==> config.mk <==
export PLATFORM = sky130hd
export DESIGN_NAME = line_pixel_rasterizer_top
export DESIGN_NICKNAME = d
export VERILOG_FILES = /design/src/hdl/lpr_pkg.sv /design/src/hdl/lpr_front.sv /design/src/hdl/lpr_queue.sv /design/src/hdl/lpr_back.sv /design/src/hdl/line_pixel_rasterizer_top.sv
export SDC_FILE = /design/constraint.sdc
export NUM_CORES = 1
export LEC_CHECK = 0
export BUFFER_PORTS_ARGS = -buffer_cell sky130_fd_sc_hd__buf_4
export CAP_MARGIN = 15
export CORE_MARGIN = 4
export CORE_UTILIZATION = 50
export CTS_CLUSTER_DIAMETER = 150
export DETAILED_ROUTE_END_ITERATION = 8
export PLACE_DENSITY = 0.66
export SYNTH_ARGS = -nofsm -noshare
export SYNTH_HDL_FRONTEND = slang
export SYNTH_SLANG_ARGS = --single-unit
export TNS_END_PERCENT = 20
==> constraint.sdc <==
create_clock -name clk_i -period 5.4 [get_ports clk_i]
set_clock_uncertainty 0.05 [all_clocks]
set_input_delay 0.27 -clock clk_i [delete_from_list [all_inputs] [get_ports clk_i]]
set_output_delay 0.27 -clock clk_i [all_outputs]
set_load 0.005 [all_outputs]
==> src/hdl/lpr_pkg.sv <==
// Package for the line pixel rasterizer: widths and the queue entry type shared by
// the front, queue and back modules, and the depth of the queue.
// No dependencies.
package lpr_pkg;

  // Coordinate width of the walk; positions wrap in this many bits
  localparam int CoordBits = 8;
  // Error term width: holds 2*minor - major and the sums along the walk
  localparam int ErrBits   = CoordBits + 3;
  // Width of the colour and the external coordinate fields
  localparam int ColourBits = 12;
  localparam int PixBits    = 8;
  // Entries in the command queue between front and back
  localparam int QDepth     = 2;
  localparam int QPtrBits   = (QDepth > 1) ? $clog2(QDepth) : 1;
  localparam int QCntBits   = $clog2(QDepth + 1);

  typedef logic [CoordBits-1:0]        coord_t;
  typedef logic signed [CoordBits:0]   delta_t;
  typedef logic signed [ErrBits-1:0]   err_t;
  typedef logic [ColourBits-1:0]       colour_t;

  // One classified command: a tick, or a load with its walk set up
  typedef struct packed {
    logic    is_load;
    colour_t colour;
    logic    swapped;
    logic    major_desc;
    logic    minor_desc;
    coord_t  major_pos;
    coord_t  major_end;
    coord_t  minor_pos;
    err_t    err;
    err_t    straight_inc;
    err_t    diag_inc;
  } cmd_t;

endpackage

==> src/hdl/lpr_front.sv <==
// Front end of the line pixel rasterizer: classifies each input item and
// works out the axis swap, step signs and error increments of a load.
// Depends on lpr_pkg.
module lpr_front (
  input  logic                         mode_i,
  input  logic [lpr_pkg::ColourBits-1:0] line_colour_i,
  input  logic [lpr_pkg::PixBits-1:0]  start_x_i,
  input  logic [lpr_pkg::PixBits-1:0]  start_y_i,
  input  logic [lpr_pkg::PixBits-1:0]  end_x_i,
  input  logic [lpr_pkg::PixBits-1:0]  end_y_i,
  output lpr_pkg::cmd_t                cmd_o
);

  lpr_pkg::coord_t x0, y0, x1, y1;
  lpr_pkg::delta_t dx, dy;
  lpr_pkg::coord_t adx, ady, da, db;
  logic            swap;
  lpr_pkg::err_t   straight;

  // Take the endpoints modulo the coordinate width
  assign x0 = lpr_pkg::CoordBits'(start_x_i);
  assign y0 = lpr_pkg::CoordBits'(start_y_i);
  assign x1 = lpr_pkg::CoordBits'(end_x_i);
  assign y1 = lpr_pkg::CoordBits'(end_y_i);

  // Signed deltas and their magnitudes
  assign dx  = lpr_pkg::delta_t'({1'b0, x1}) - lpr_pkg::delta_t'({1'b0, x0});
  assign dy  = lpr_pkg::delta_t'({1'b0, y1}) - lpr_pkg::delta_t'({1'b0, y0});
  assign adx = dx[lpr_pkg::CoordBits] ? lpr_pkg::CoordBits'(-dx) : lpr_pkg::CoordBits'(dx);
  assign ady = dy[lpr_pkg::CoordBits] ? lpr_pkg::CoordBits'(-dy) : lpr_pkg::CoordBits'(dy);

  // A tie counts as steep: the row becomes the major axis
  assign swap = (ady >= adx);
  assign da   = swap ? ady : adx;
  assign db   = swap ? adx : ady;

  assign straight = lpr_pkg::err_t'({db, 1'b0});

  // Build the command entry
  always_comb begin
    cmd_o.is_load      = ~mode_i;
    cmd_o.colour       = line_colour_i;
    cmd_o.swapped      = swap;
    cmd_o.major_desc   = swap ? dy[lpr_pkg::CoordBits] : dx[lpr_pkg::CoordBits];
    cmd_o.minor_desc   = swap ? dx[lpr_pkg::CoordBits] : dy[lpr_pkg::CoordBits];
    cmd_o.major_pos    = swap ? y0 : x0;
    cmd_o.major_end    = swap ? y1 : x1;
    cmd_o.minor_pos    = swap ? x0 : y0;
    cmd_o.straight_inc = straight;
    cmd_o.diag_inc     = straight - lpr_pkg::err_t'({da, 1'b0});
    cmd_o.err          = straight - lpr_pkg::err_t'(da);
  end

endmodule

==> src/hdl/lpr_queue.sv <==
// Short command queue between the front and back of the rasterizer.
// Depends on lpr_pkg.
module lpr_queue (
  input  logic          clk_i,
  input  logic          rst_ni,
  input  logic          push_i,
  input  lpr_pkg::cmd_t push_cmd_i,
  output logic          full_o,
  input  logic          pop_i,
  output logic          head_valid_o,
  output lpr_pkg::cmd_t head_cmd_o
);

  lpr_pkg::cmd_t                  mem_q [lpr_pkg::QDepth];
  logic [lpr_pkg::QPtrBits-1:0]   wr_ptr_q, wr_ptr_d, rd_ptr_q, rd_ptr_d;
  logic [lpr_pkg::QCntBits-1:0]   count_q, count_d;
  logic                           do_push, do_pop;

  assign full_o       = (count_q == lpr_pkg::QCntBits'(lpr_pkg::QDepth));
  assign head_valid_o = (count_q != '0);
  assign head_cmd_o   = mem_q[rd_ptr_q];
  assign do_push      = push_i && !full_o;
  assign do_pop       = pop_i && head_valid_o;

  // Advance pointers with wrap at the depth
  always_comb begin
    wr_ptr_d = wr_ptr_q;
    rd_ptr_d = rd_ptr_q;
    count_d  = count_q;
    if (do_push) begin
      wr_ptr_d = (wr_ptr_q == lpr_pkg::QPtrBits'(lpr_pkg::QDepth - 1)) ? '0 : wr_ptr_q + 1'b1;
    end
    if (do_pop) begin
      rd_ptr_d = (rd_ptr_q == lpr_pkg::QPtrBits'(lpr_pkg::QDepth - 1)) ? '0 : rd_ptr_q + 1'b1;
    end
    if (do_push && !do_pop) begin
      count_d = count_q + 1'b1;
    end else if (do_pop && !do_push) begin
      count_d = count_q - 1'b1;
    end
  end

  always_ff @(posedge clk_i or negedge rst_ni) begin
    if (!rst_ni) begin
      wr_ptr_q <= '0;
      rd_ptr_q <= '0;
      count_q  <= '0;
    end else begin
      wr_ptr_q <= wr_ptr_d;
      rd_ptr_q <= rd_ptr_d;
      count_q  <= count_d;
    end
  end

  // Store the pushed entry
  always_ff @(posedge clk_i) begin
    if (do_push) begin
      mem_q[wr_ptr_q] <= push_cmd_i;
    end
  end

endmodule

==> src/hdl/lpr_back.sv <==
// Back end of the rasterizer: holds the line walk, executes queued loads and
// ticks, and drives the pixel output register.
// Depends on lpr_pkg.
module lpr_back (
  input  logic                           clk_i,
  input  logic                           rst_ni,
  input  logic                           head_valid_i,
  input  lpr_pkg::cmd_t                  head_cmd_i,
  output logic                           pop_o,
  output logic                           out_valid_o,
  input  logic                           out_stall_i,
  output logic [lpr_pkg::PixBits-1:0]    pixel_x_o,
  output logic [lpr_pkg::PixBits-1:0]    pixel_y_o,
  output logic [lpr_pkg::ColourBits-1:0] pixel_colour_o,
  output logic                           last_pixel_o
);

  // Walk state
  logic             active_q, active_d;
  lpr_pkg::coord_t  major_q, major_d, major_end_q, major_end_d, minor_q, minor_d;
  lpr_pkg::err_t    err_q, err_d, straight_q, straight_d, diag_q, diag_d;
  logic             major_desc_q, major_desc_d, minor_desc_q, minor_desc_d;
  logic             swapped_q, swapped_d;
  lpr_pkg::colour_t colour_q, colour_d;

  // Output register
  logic                           out_valid_q, out_valid_d;
  logic [lpr_pkg::PixBits-1:0]    px_q, px_d, py_q, py_d;
  lpr_pkg::colour_t               ocol_q, ocol_d;
  logic                           last_q, last_d;

  lpr_pkg::coord_t next_major, next_minor;
  logic            is_last, err_pos, emit;

  // Pop whenever the output register is free or is being drained
  assign pop_o = head_valid_i && (!out_valid_q || !out_stall_i);
  assign emit  = pop_o && !head_cmd_i.is_load && active_q;

  assign next_major = major_desc_q ? major_q - 1'b1 : major_q + 1'b1;
  assign next_minor = minor_desc_q ? minor_q - 1'b1 : minor_q + 1'b1;
  assign is_last    = (next_major == major_end_q);
  assign err_pos    = !err_q[lpr_pkg::ErrBits-1] && (err_q != '0);

  always_comb begin
    active_d     = active_q;
    major_d      = major_q;
    major_end_d  = major_end_q;
    minor_d      = minor_q;
    err_d        = err_q;
    straight_d   = straight_q;
    diag_d       = diag_q;
    major_desc_d = major_desc_q;
    minor_desc_d = minor_desc_q;
    swapped_d    = swapped_q;
    colour_d     = colour_q;
    out_valid_d  = out_valid_q && out_stall_i;
    px_d         = px_q;
    py_d         = py_q;
    ocol_d       = ocol_q;
    last_d       = last_q;
    if (pop_o && head_cmd_i.is_load) begin
      // Replace the walk with the new line
      active_d     = (head_cmd_i.major_pos != head_cmd_i.major_end);
      major_d      = head_cmd_i.major_pos;
      major_end_d  = head_cmd_i.major_end;
      minor_d      = head_cmd_i.minor_pos;
      err_d        = head_cmd_i.err;
      straight_d   = head_cmd_i.straight_inc;
      diag_d       = head_cmd_i.diag_inc;
      major_desc_d = head_cmd_i.major_desc;
      minor_desc_d = head_cmd_i.minor_desc;
      swapped_d    = head_cmd_i.swapped;
      colour_d     = head_cmd_i.colour;
    end else if (emit) begin
      // Emit the current pixel and advance one step on the major axis
      out_valid_d = 1'b1;
      px_d        = lpr_pkg::PixBits'(swapped_q ? minor_q : major_q);
      py_d        = lpr_pkg::PixBits'(swapped_q ? major_q : minor_q);
      ocol_d      = colour_q;
      last_d      = is_last;
      major_d     = next_major;
      if (err_pos) begin
        err_d   = err_q + diag_q;
        minor_d = next_minor;
      end else begin
        err_d = err_q + straight_q;
      end
      if (is_last) begin
        active_d = 1'b0;
      end
    end
  end

  always_ff @(posedge clk_i or negedge rst_ni) begin
    if (!rst_ni) begin
      active_q     <= 1'b0;
      major_q      <= '0;
      major_end_q  <= '0;
      minor_q      <= '0;
      err_q        <= '0;
      straight_q   <= '0;
      diag_q       <= '0;
      major_desc_q <= 1'b0;
      minor_desc_q <= 1'b0;
      swapped_q    <= 1'b0;
      colour_q     <= '0;
      out_valid_q  <= 1'b0;
    end else begin
      active_q     <= active_d;
      major_q      <= major_d;
      major_end_q  <= major_end_d;
      minor_q      <= minor_d;
      err_q        <= err_d;
      straight_q   <= straight_d;
      diag_q       <= diag_d;
      major_desc_q <= major_desc_d;
      minor_desc_q <= minor_desc_d;
      swapped_q    <= swapped_d;
      colour_q     <= colour_d;
      out_valid_q  <= out_valid_d;
    end
  end

  // Hold the pixel payload until it transfers
  always_ff @(posedge clk_i) begin
    px_q   <= px_d;
    py_q   <= py_d;
    ocol_q <= ocol_d;
    last_q <= last_d;
  end

  assign out_valid_o    = out_valid_q;
  assign pixel_x_o      = px_q;
  assign pixel_y_o      = py_q;
  assign pixel_colour_o = ocol_q;
  assign last_pixel_o   = last_q;

endmodule

==> src/hdl/line_pixel_rasterizer_top.sv <==
// Line pixel rasterizer: a load sets up a Bresenham walk; while it is active, each tick
// emits one pixel. A tick passes through a queue entry and then the output register;
// one item transfers per cycle while the input is not stalled. The input stalls only
// once both queue entries wait behind a held pixel; it frees once the held pixel
// transfers and an entry is popped. Reset (rst_ni low, asynchronous) empties the queue
// and output and clears the walk. Depends on lpr_pkg, lpr_front, lpr_queue, lpr_back.
module line_pixel_rasterizer_top (
  input  logic                           clk_i,
  input  logic                           rst_ni,
  input  logic                           in_valid_i,
  output logic                           in_stall_o,
  input  logic                           mode_i,
  input  logic [lpr_pkg::ColourBits-1:0] line_colour_i,
  input  logic [lpr_pkg::PixBits-1:0]    start_x_i,
  input  logic [lpr_pkg::PixBits-1:0]    start_y_i,
  input  logic [lpr_pkg::PixBits-1:0]    end_x_i,
  input  logic [lpr_pkg::PixBits-1:0]    end_y_i,
  output logic                           out_valid_o,
  input  logic                           out_stall_i,
  output logic [lpr_pkg::PixBits-1:0]    pixel_x_o,
  output logic [lpr_pkg::PixBits-1:0]    pixel_y_o,
  output logic [lpr_pkg::ColourBits-1:0] pixel_colour_o,
  output logic                           last_pixel_o
);

  lpr_pkg::cmd_t front_cmd, head_cmd;
  logic          q_full, head_valid, pop;

  // Classify and set up
  lpr_front u_front (
    .mode_i        (mode_i),
    .line_colour_i (line_colour_i),
    .start_x_i     (start_x_i),
    .start_y_i     (start_y_i),
    .end_x_i       (end_x_i),
    .end_y_i       (end_y_i),
    .cmd_o         (front_cmd)
  );

  // Decouple front and back
  lpr_queue u_queue (
    .clk_i        (clk_i),
    .rst_ni       (rst_ni),
    .push_i       (in_valid_i),
    .push_cmd_i   (front_cmd),
    .full_o       (q_full),
    .pop_i        (pop),
    .head_valid_o (head_valid),
    .head_cmd_o   (head_cmd)
  );

  assign in_stall_o = q_full;

  // Walk the line and drive the pixel output
  lpr_back u_back (
    .clk_i          (clk_i),
    .rst_ni         (rst_ni),
    .head_valid_i   (head_valid),
    .head_cmd_i     (head_cmd),
    .pop_o          (pop),
    .out_valid_o    (out_valid_o),
    .out_stall_i    (out_stall_i),
    .pixel_x_o      (pixel_x_o),
    .pixel_y_o      (pixel_y_o),
    .pixel_colour_o (pixel_colour_o),
    .last_pixel_o   (last_pixel_o)
  );

endmodule

Word level (Yosys, flattened, before mapping)
Memory sizes are Yosys's and may differ from the RTL's.
Cells that the tools add are included.
{ "word_totals": {"ram_bits": 140, "word_cells": 101, "in_bits": 49, "ff_bits": 107, "out_inout_bits": 31, "n_memories": 1} }
{ "mem_list": {"columns": ["name", "depth", "width", "read_ports", "rd_clocked_by_memory_dff", "write_ports", "line", "text"], "rows": [
  ["u_queue.mem_q", 2, 70, 1, 0, 1, "lpr_queue.sv:14", "lpr_pkg::cmd_t mem_q [lpr_pkg::QDepth];"]
]} }
{ "op_classes": {"reduce_logical": 27, "n_bitwise": 2, "eq_ne": 3, "addsub": 16, "magnitude_cmp": 1, "mux": 32} }
{ "op_table": {"columns": ["cell", "count"], "rows": [
  ["$mux 8", 16],
  ["$mux 11", 3],
  ["$add 11x11->11", 2],
  ["$sub 8x8->9", 2],
  ["$add 8x1->8 const B", 2],
  ["$neg 8->8", 2],
  ["$sub 8x1->8 const B", 2],
  ["$mux 1", 11],
  ["$reduce_bool 11->1", 1],
  ["$logic_and 1x1->1", 10],
  ["$reduce_bool 2->1", 5],
  ["$sub 9x8->10", 1],
  ["$sub 9x9->10", 1],
  ["$eq 8x8->1", 1],
  ["$ge 8x8->1", 1],
  ["$ne 8x8->1", 1],
  ["$logic_not 1->1", 7],
  ["$reduce_and 2->1", 3],
  ["$mux 2", 2],
  ["$add 1x1->1 const B", 2],
  ["$add 2x1->2 const B", 1],
  ["$eq 2x2->1 const B", 1],
  ["$not 1->1", 2],
  ["$sub 2x1->2 const B", 1],
  ["$logic_or 1x1->1", 1]
]} }

Longest topological paths before layout
{ "logic_depth": {"ltp_word": 7, "ltp_mapped": 28, "depth_no_buf": 24} }

By module
From an unflattened synthesis, not the netlist that was laid out.
{ "unflattened": {"cells_unflattened": 1171, "hier_area_um2": 13724.4} }
{ "by_module_without_submodules": {"columns": ["module", "area_per_inst_um2", "instances", "cells_per_inst"], "rows": [
  ["lpr_queue", 5715.5, 1, 246],
  ["lpr_back", 5460.2, 1, 566],
  ["lpr_front", 2548.7, 1, 359]
]} }

Worst setup path before layout
No wires, ideal clock.
{ "synth_timing": {"kind": "input to register", "from": "in end_y_i[0] (netlist bit)", "to": "mem u_queue.mem_q[0][29] (netlist bit), data pin", "arrival_time_ps": 5503, "stages": 25, "setup_slack_ps": -337, "setup_ps": 184, "n_path_buf": 4, "path_cell_list": "inv_1 > ha_1 > fa_1 > nand2b_1 > a211oi_1 > nor2_1 > and2_1 > xnor2_1 > inv_1 > ha_1 > a21oi_1 > o31ai_1 > a31o_2 > or4_1 > and2_4 > a211oi_4 > buf_6 > buf_2 > buf_2 > buf_1 > nand2_1 > o21ai_0 > ha_1 > a21o_1 > a211oi_1"} }
{ "synth_lines": {"columns": ["item", "line", "text"], "rows": [
  ["start: declaration", "line_pixel_rasterizer_top.sv:17", "input logic [lpr_pkg::PixBits-1:0] end_y_i,"],
  ["end: declaration", "lpr_queue.sv:14", null]
]} }

==> impl.org <==
** Global route
- The first global-routing pass estimated 41900 µm of wire.
- Via count of the first global-routing pass :: 8118
- The number of antenna violations at the first check in global routing is 0.
- Congestion Overflow GR :: 0
- For this run, the total global-route usage over all layers was measured as 19.2%.
- Maximum number of pins on one net before global-route repair :: 74

** Die
- During I/O placement, the number of pins put on the boundary was 80.
- The die is 165 µm tall.
- For this configuration, the core starts out at a cell density of between 50% and 60%.
- Area of the core region :: 0.0242 mm²
- Chip width :: 165 µm
- Die Area :: 0.0271 mm²
- The initialized floorplan defines 57 standard-cell rows.

** Route
- First-pass DRT Iterations :: 5
- Via density per instance :: 5.41
- Final ANT Viol Nets :: 0
- Initial DRC Count :: 440
- In the final routed layout, each cell accounts on average for roughly 17 µm.
- Final wirelength :: 25500 µm
- In the routed design, unresolved DRC markers number 0.
- Via Count :: 8191

** Yosys
- The synthesized netlist occupies a cell area of 0.0123 mm².
- Averaged over all synthesized cells, the footprint is around 12 µm².
- Of all flip-flops after synthesis, the portion carrying an async set or reset was 30.9%.
- Dominant register cell in the synthesized netlist :: edfxtp_1
- Proportion of synthesized chip area in sequential cells :: 54.9%
- The number of nets handed over by synthesis was about 1200.
- Post-Synthesis Cells :: around 1100
- For this run, the number of Yosys warnings is 0.
- Synthesis inferred 236 register bits.
- Number of enable flip-flop cells after synthesis :: 163
- After synthesis, the netlist uses 74 different library cells.

** Status
- Outcome :: complete, no violations

** Setup path
- The worst setup path is of the in -> reg kind.
- For this run, the slowest stage of the critical path takes 430 ps.
- The signal on the critical path passes through buf_4 -> ha_1 -> fa_1 -> nand2b_1 -> a21oi_1 -> xor2_1 -> nor3b_1 -> nor2_1 -> xnor2_1 -> inv_1 -> ha_1 -> a21o_1 -> a31o_2 -> or4_1 -> and2_4 -> a211oi_4 -> buf_4 -> inv_2 -> mux2i_1 -> ha_1 -> and2_1 -> o21bai_1 -> nand2_1 -> nor3_1.
- Data required time at the worst endpoint :: between 5000 and 6000 ps
- Slowest cell on crit path :: or4_1
- Among cell families on the critical path, the largest total delay comes from simple AND/OR/NAND/NOR gates.
- The cell that appears most often on the critical path is ha_1.
- Buffer and inverter count on the worst path :: 4
- STA classifies the critical path endpoint as a register.
- Maximum fanout encountered on the critical timing path :: 17
- At the worst endpoint, the arrival time is between 5000 and 6000 ps.
- Category of the worst setup path launch point :: primary input

** Place
- OpenSTA, run right after detailed placement, puts the worst setup slack at 13.3 ps.
- In this run the cell area measured after placement is 0.0135 mm².
- The number of placed instances, taps included, is 1456.
- Detailed placement finished with a half-perimeter wire length of 18600 µm.
- At the end of routability-driven placement, the weighted congestion stood at 0.880.
- The count of buffers added on input and output ports is 79.

** Final layout
- Design Area, Final :: 0.0144 mm²
- The repair_antennas step left the layout with diodes totalling 0.
- Area added between synthesis and finish :: 17.5%
- Once layout is complete, the cells apart from fillers number between 1500 and 2000.
- Fraction of layout instances using a drive strength above 1 :: a little under a fifth
- The net count of the finished layout is 1277.

** STA
- Worst hold slack :: 40.9 ps
- Count of endpoints failing setup in the final report :: 0
- The final hold violation count came to 0.
- Remaining max-slew budget at the tightest pin :: 35.7%
- Count of final max-slew check failures :: 0
- For the final routed database, the setup TNS stands at 0 ps.
- Maximum frequency from static timing analysis :: 0.205 GHz
- RSZ-0062 raised after global routing :: no
- Slew at the pin with the worst max-slew slack :: approximately 960 ps
- The worst path uses ~90% of the clock period.
- For the finished layout, the period the worst path requires is between 4000 and 5000 ps.
- Across all setup checks in the final design, the least slack found is 531 ps.

** Flow run
- Count of maximum capacitance violations :: 0

** Pwr
- Reported leakage power :: 5.90 nW
- Peak supply drop :: 272 µV
- Power spread over the standard cell area amounts to 704 mW/mm².

** CTS
- Cell at the root of the clock tree :: clkbuf_16
- CTS tree :: built
- In this run the number of H-tree levels came out at 1.
- Number of clock buffers inserted by TritonCTS :: 24
- Sink Count :: 236
- Clock latency on the worst-skew pair, taken at its later pin, is 510 ps.
- The clock passes through at most 3 buffers.
- Number of buffers inserted to repair setup after CTS :: 0
- Clock transition at the registers of the reported paths :: 60 ps

** Worst hold path
- The tightest min-delay check is of the in -> reg type.
-- worst min-delay path, stage by stage --
cell,delay [ps]
buf_4,90
nand2_1,40
o21ai_0,90
-- logic make-up (layout without fill, tap and decap cells) --
kind of cell	count (synthesis)	count (layout)	share of synthesized area, %
XOR/XNOR	81	81	5.85
AO/OA/AOI/OAI	244	244	12.6
multiplexers	101	101	8.60
flip-flops	236	236	54.9
AND/OR/NAND/NOR	242	242	8.99
adder cells (fa/ha/maj)	59	59	6.27
buffers and inverters	88	228	2.86
-- cells in the mapped netlist (12+ instances only) --
cell type    n  area (µm²)
o21ai_0     82         410
clkbuf_1    27         101
xnor2_1     46         403
nor3_1      14        70.1
nand2_1    109         409
edfxtp_1   163        4890
inv_1       45         169
xor2_1      34         298
mux2i_1     67         671
a211oi_1    15         113
ha_1        50         626
dfrtp_1     73        1830
nand2b_1    12        75.1
a21oi_1     55         275
nor2_1      55         206
o21bai_1    12        90.1
mux2_2      33         372
-- sequential cells by signal, indices dropped and copies added, names as in the netlist --
| signal | flops |
|---|---|
| u_back.active_q | 1 |
| u_back.colour_q | 12 |
| u_back.diag_q | 9 |
| u_back.err_q | 11 |
| u_back.last_pixel_o | 1 |
| u_back.major_desc_q | 1 |
| u_back.major_end_q | 8 |
| u_back.major_q | 8 |
| u_back.minor_desc_q | 1 |
| u_back.minor_q | 8 |
| u_back.out_valid_o | 1 |
| u_back.pixel_colour_o | 12 |
| u_back.pixel_x_o | 8 |
| u_back.pixel_y_o | 8 |
| u_back.straight_q | 8 |
| u_back.swapped_q | 1 |
| u_queue.count_q | 2 |
| u_queue.mem_q | 134 |
| u_queue.rd_ptr_q | 1 |
| u_queue.wr_ptr_q | 1 |
-- what timing repair did --
item                                    CTS  global route
gates resized for setup                   0             0
endpoints found under the setup margin    0             0
hold buffers                             15             0
endpoints found under the hold margin   100             0
-- report_power, final --
part | switching [mW] | internal, mW | total [mW]
combinational | 2.82 | 2.14 | 4.96
clock | 0.653 | 0.972 | 1.62
sequential | 0.425 | 3.13 | 3.55
-- through the flow --
step / utilization, % / total power [mW]
5_1_grt: 59.6 / 11.0
6_report: 59.6 / 10.1
4_1_cts: 59.6 / 10.2
3_5_place_dp: 55.7 / 8.55
2_1_floorplan: - / 7.11
3_3_place_gp: 55.7 / 8.42
-- path summary, 6_finish.rpt --
kind / start / end / slack, ps / cells after the start
worst max-delay path: start_x_i[0] / u_queue.mem_q[0][27] / 530 / 24
max in group asynchronous: rst_ni / u_queue.rd_ptr_q / 4180 / 2
worst min-delay path: start_x_i[4] / u_queue.mem_q[0][50] / 40 / 3
min in group asynchronous: rst_ni / u_back.major_q[5] / 380 / 2
worst min register to register: u_back.colour_q[9] / u_back.pixel_colour_o[9] / 400 / 0
worst max register to register: u_back.err_q[1] / u_back.err_q[10] / 1690 / 16
-- layer usage --
metal / wire length, µm / track usage (%)
met5: 0 / 0
met1: 12000 / 27.6
met4: 420 / 3.97
met3: 1260 / 2.37
met2: 11900 / 31.7
-- placed cells by master, fill, tap and decap left out, types with 7 or more instances in the layout --
cell type and count:
a211oi_1 14, a21oi_1 55, clkbuf_16 25, a31oi_1 10, o21ai_0 82, nand2b_1 12
ha_1 49, inv_1 44, a21o_1 9, nand3_1 10, nand2_1 109, xnor2_1 44
mux2i_1 67, dfrtp_1 72, edfxtp_1 163, o31ai_1 7, dlygate4sd3_1 15, nor2_1 53
mux2_2 33, xor2_1 33, buf_4 119, nor3_1 14, o21bai_1 12
-- area by class of cell --
class | count | area [µm²]
sequential | 236 | 6730
tap | 324 | 405
fill | 2002 | 9780
multi-input combinational | 727 | 5230
inverter | 49 | 185
clock inverter | 13 | 123
timing repair buffer | 135 | 1060
clock buffer | 31 | 668
Power figures use the tool's default switching activity.
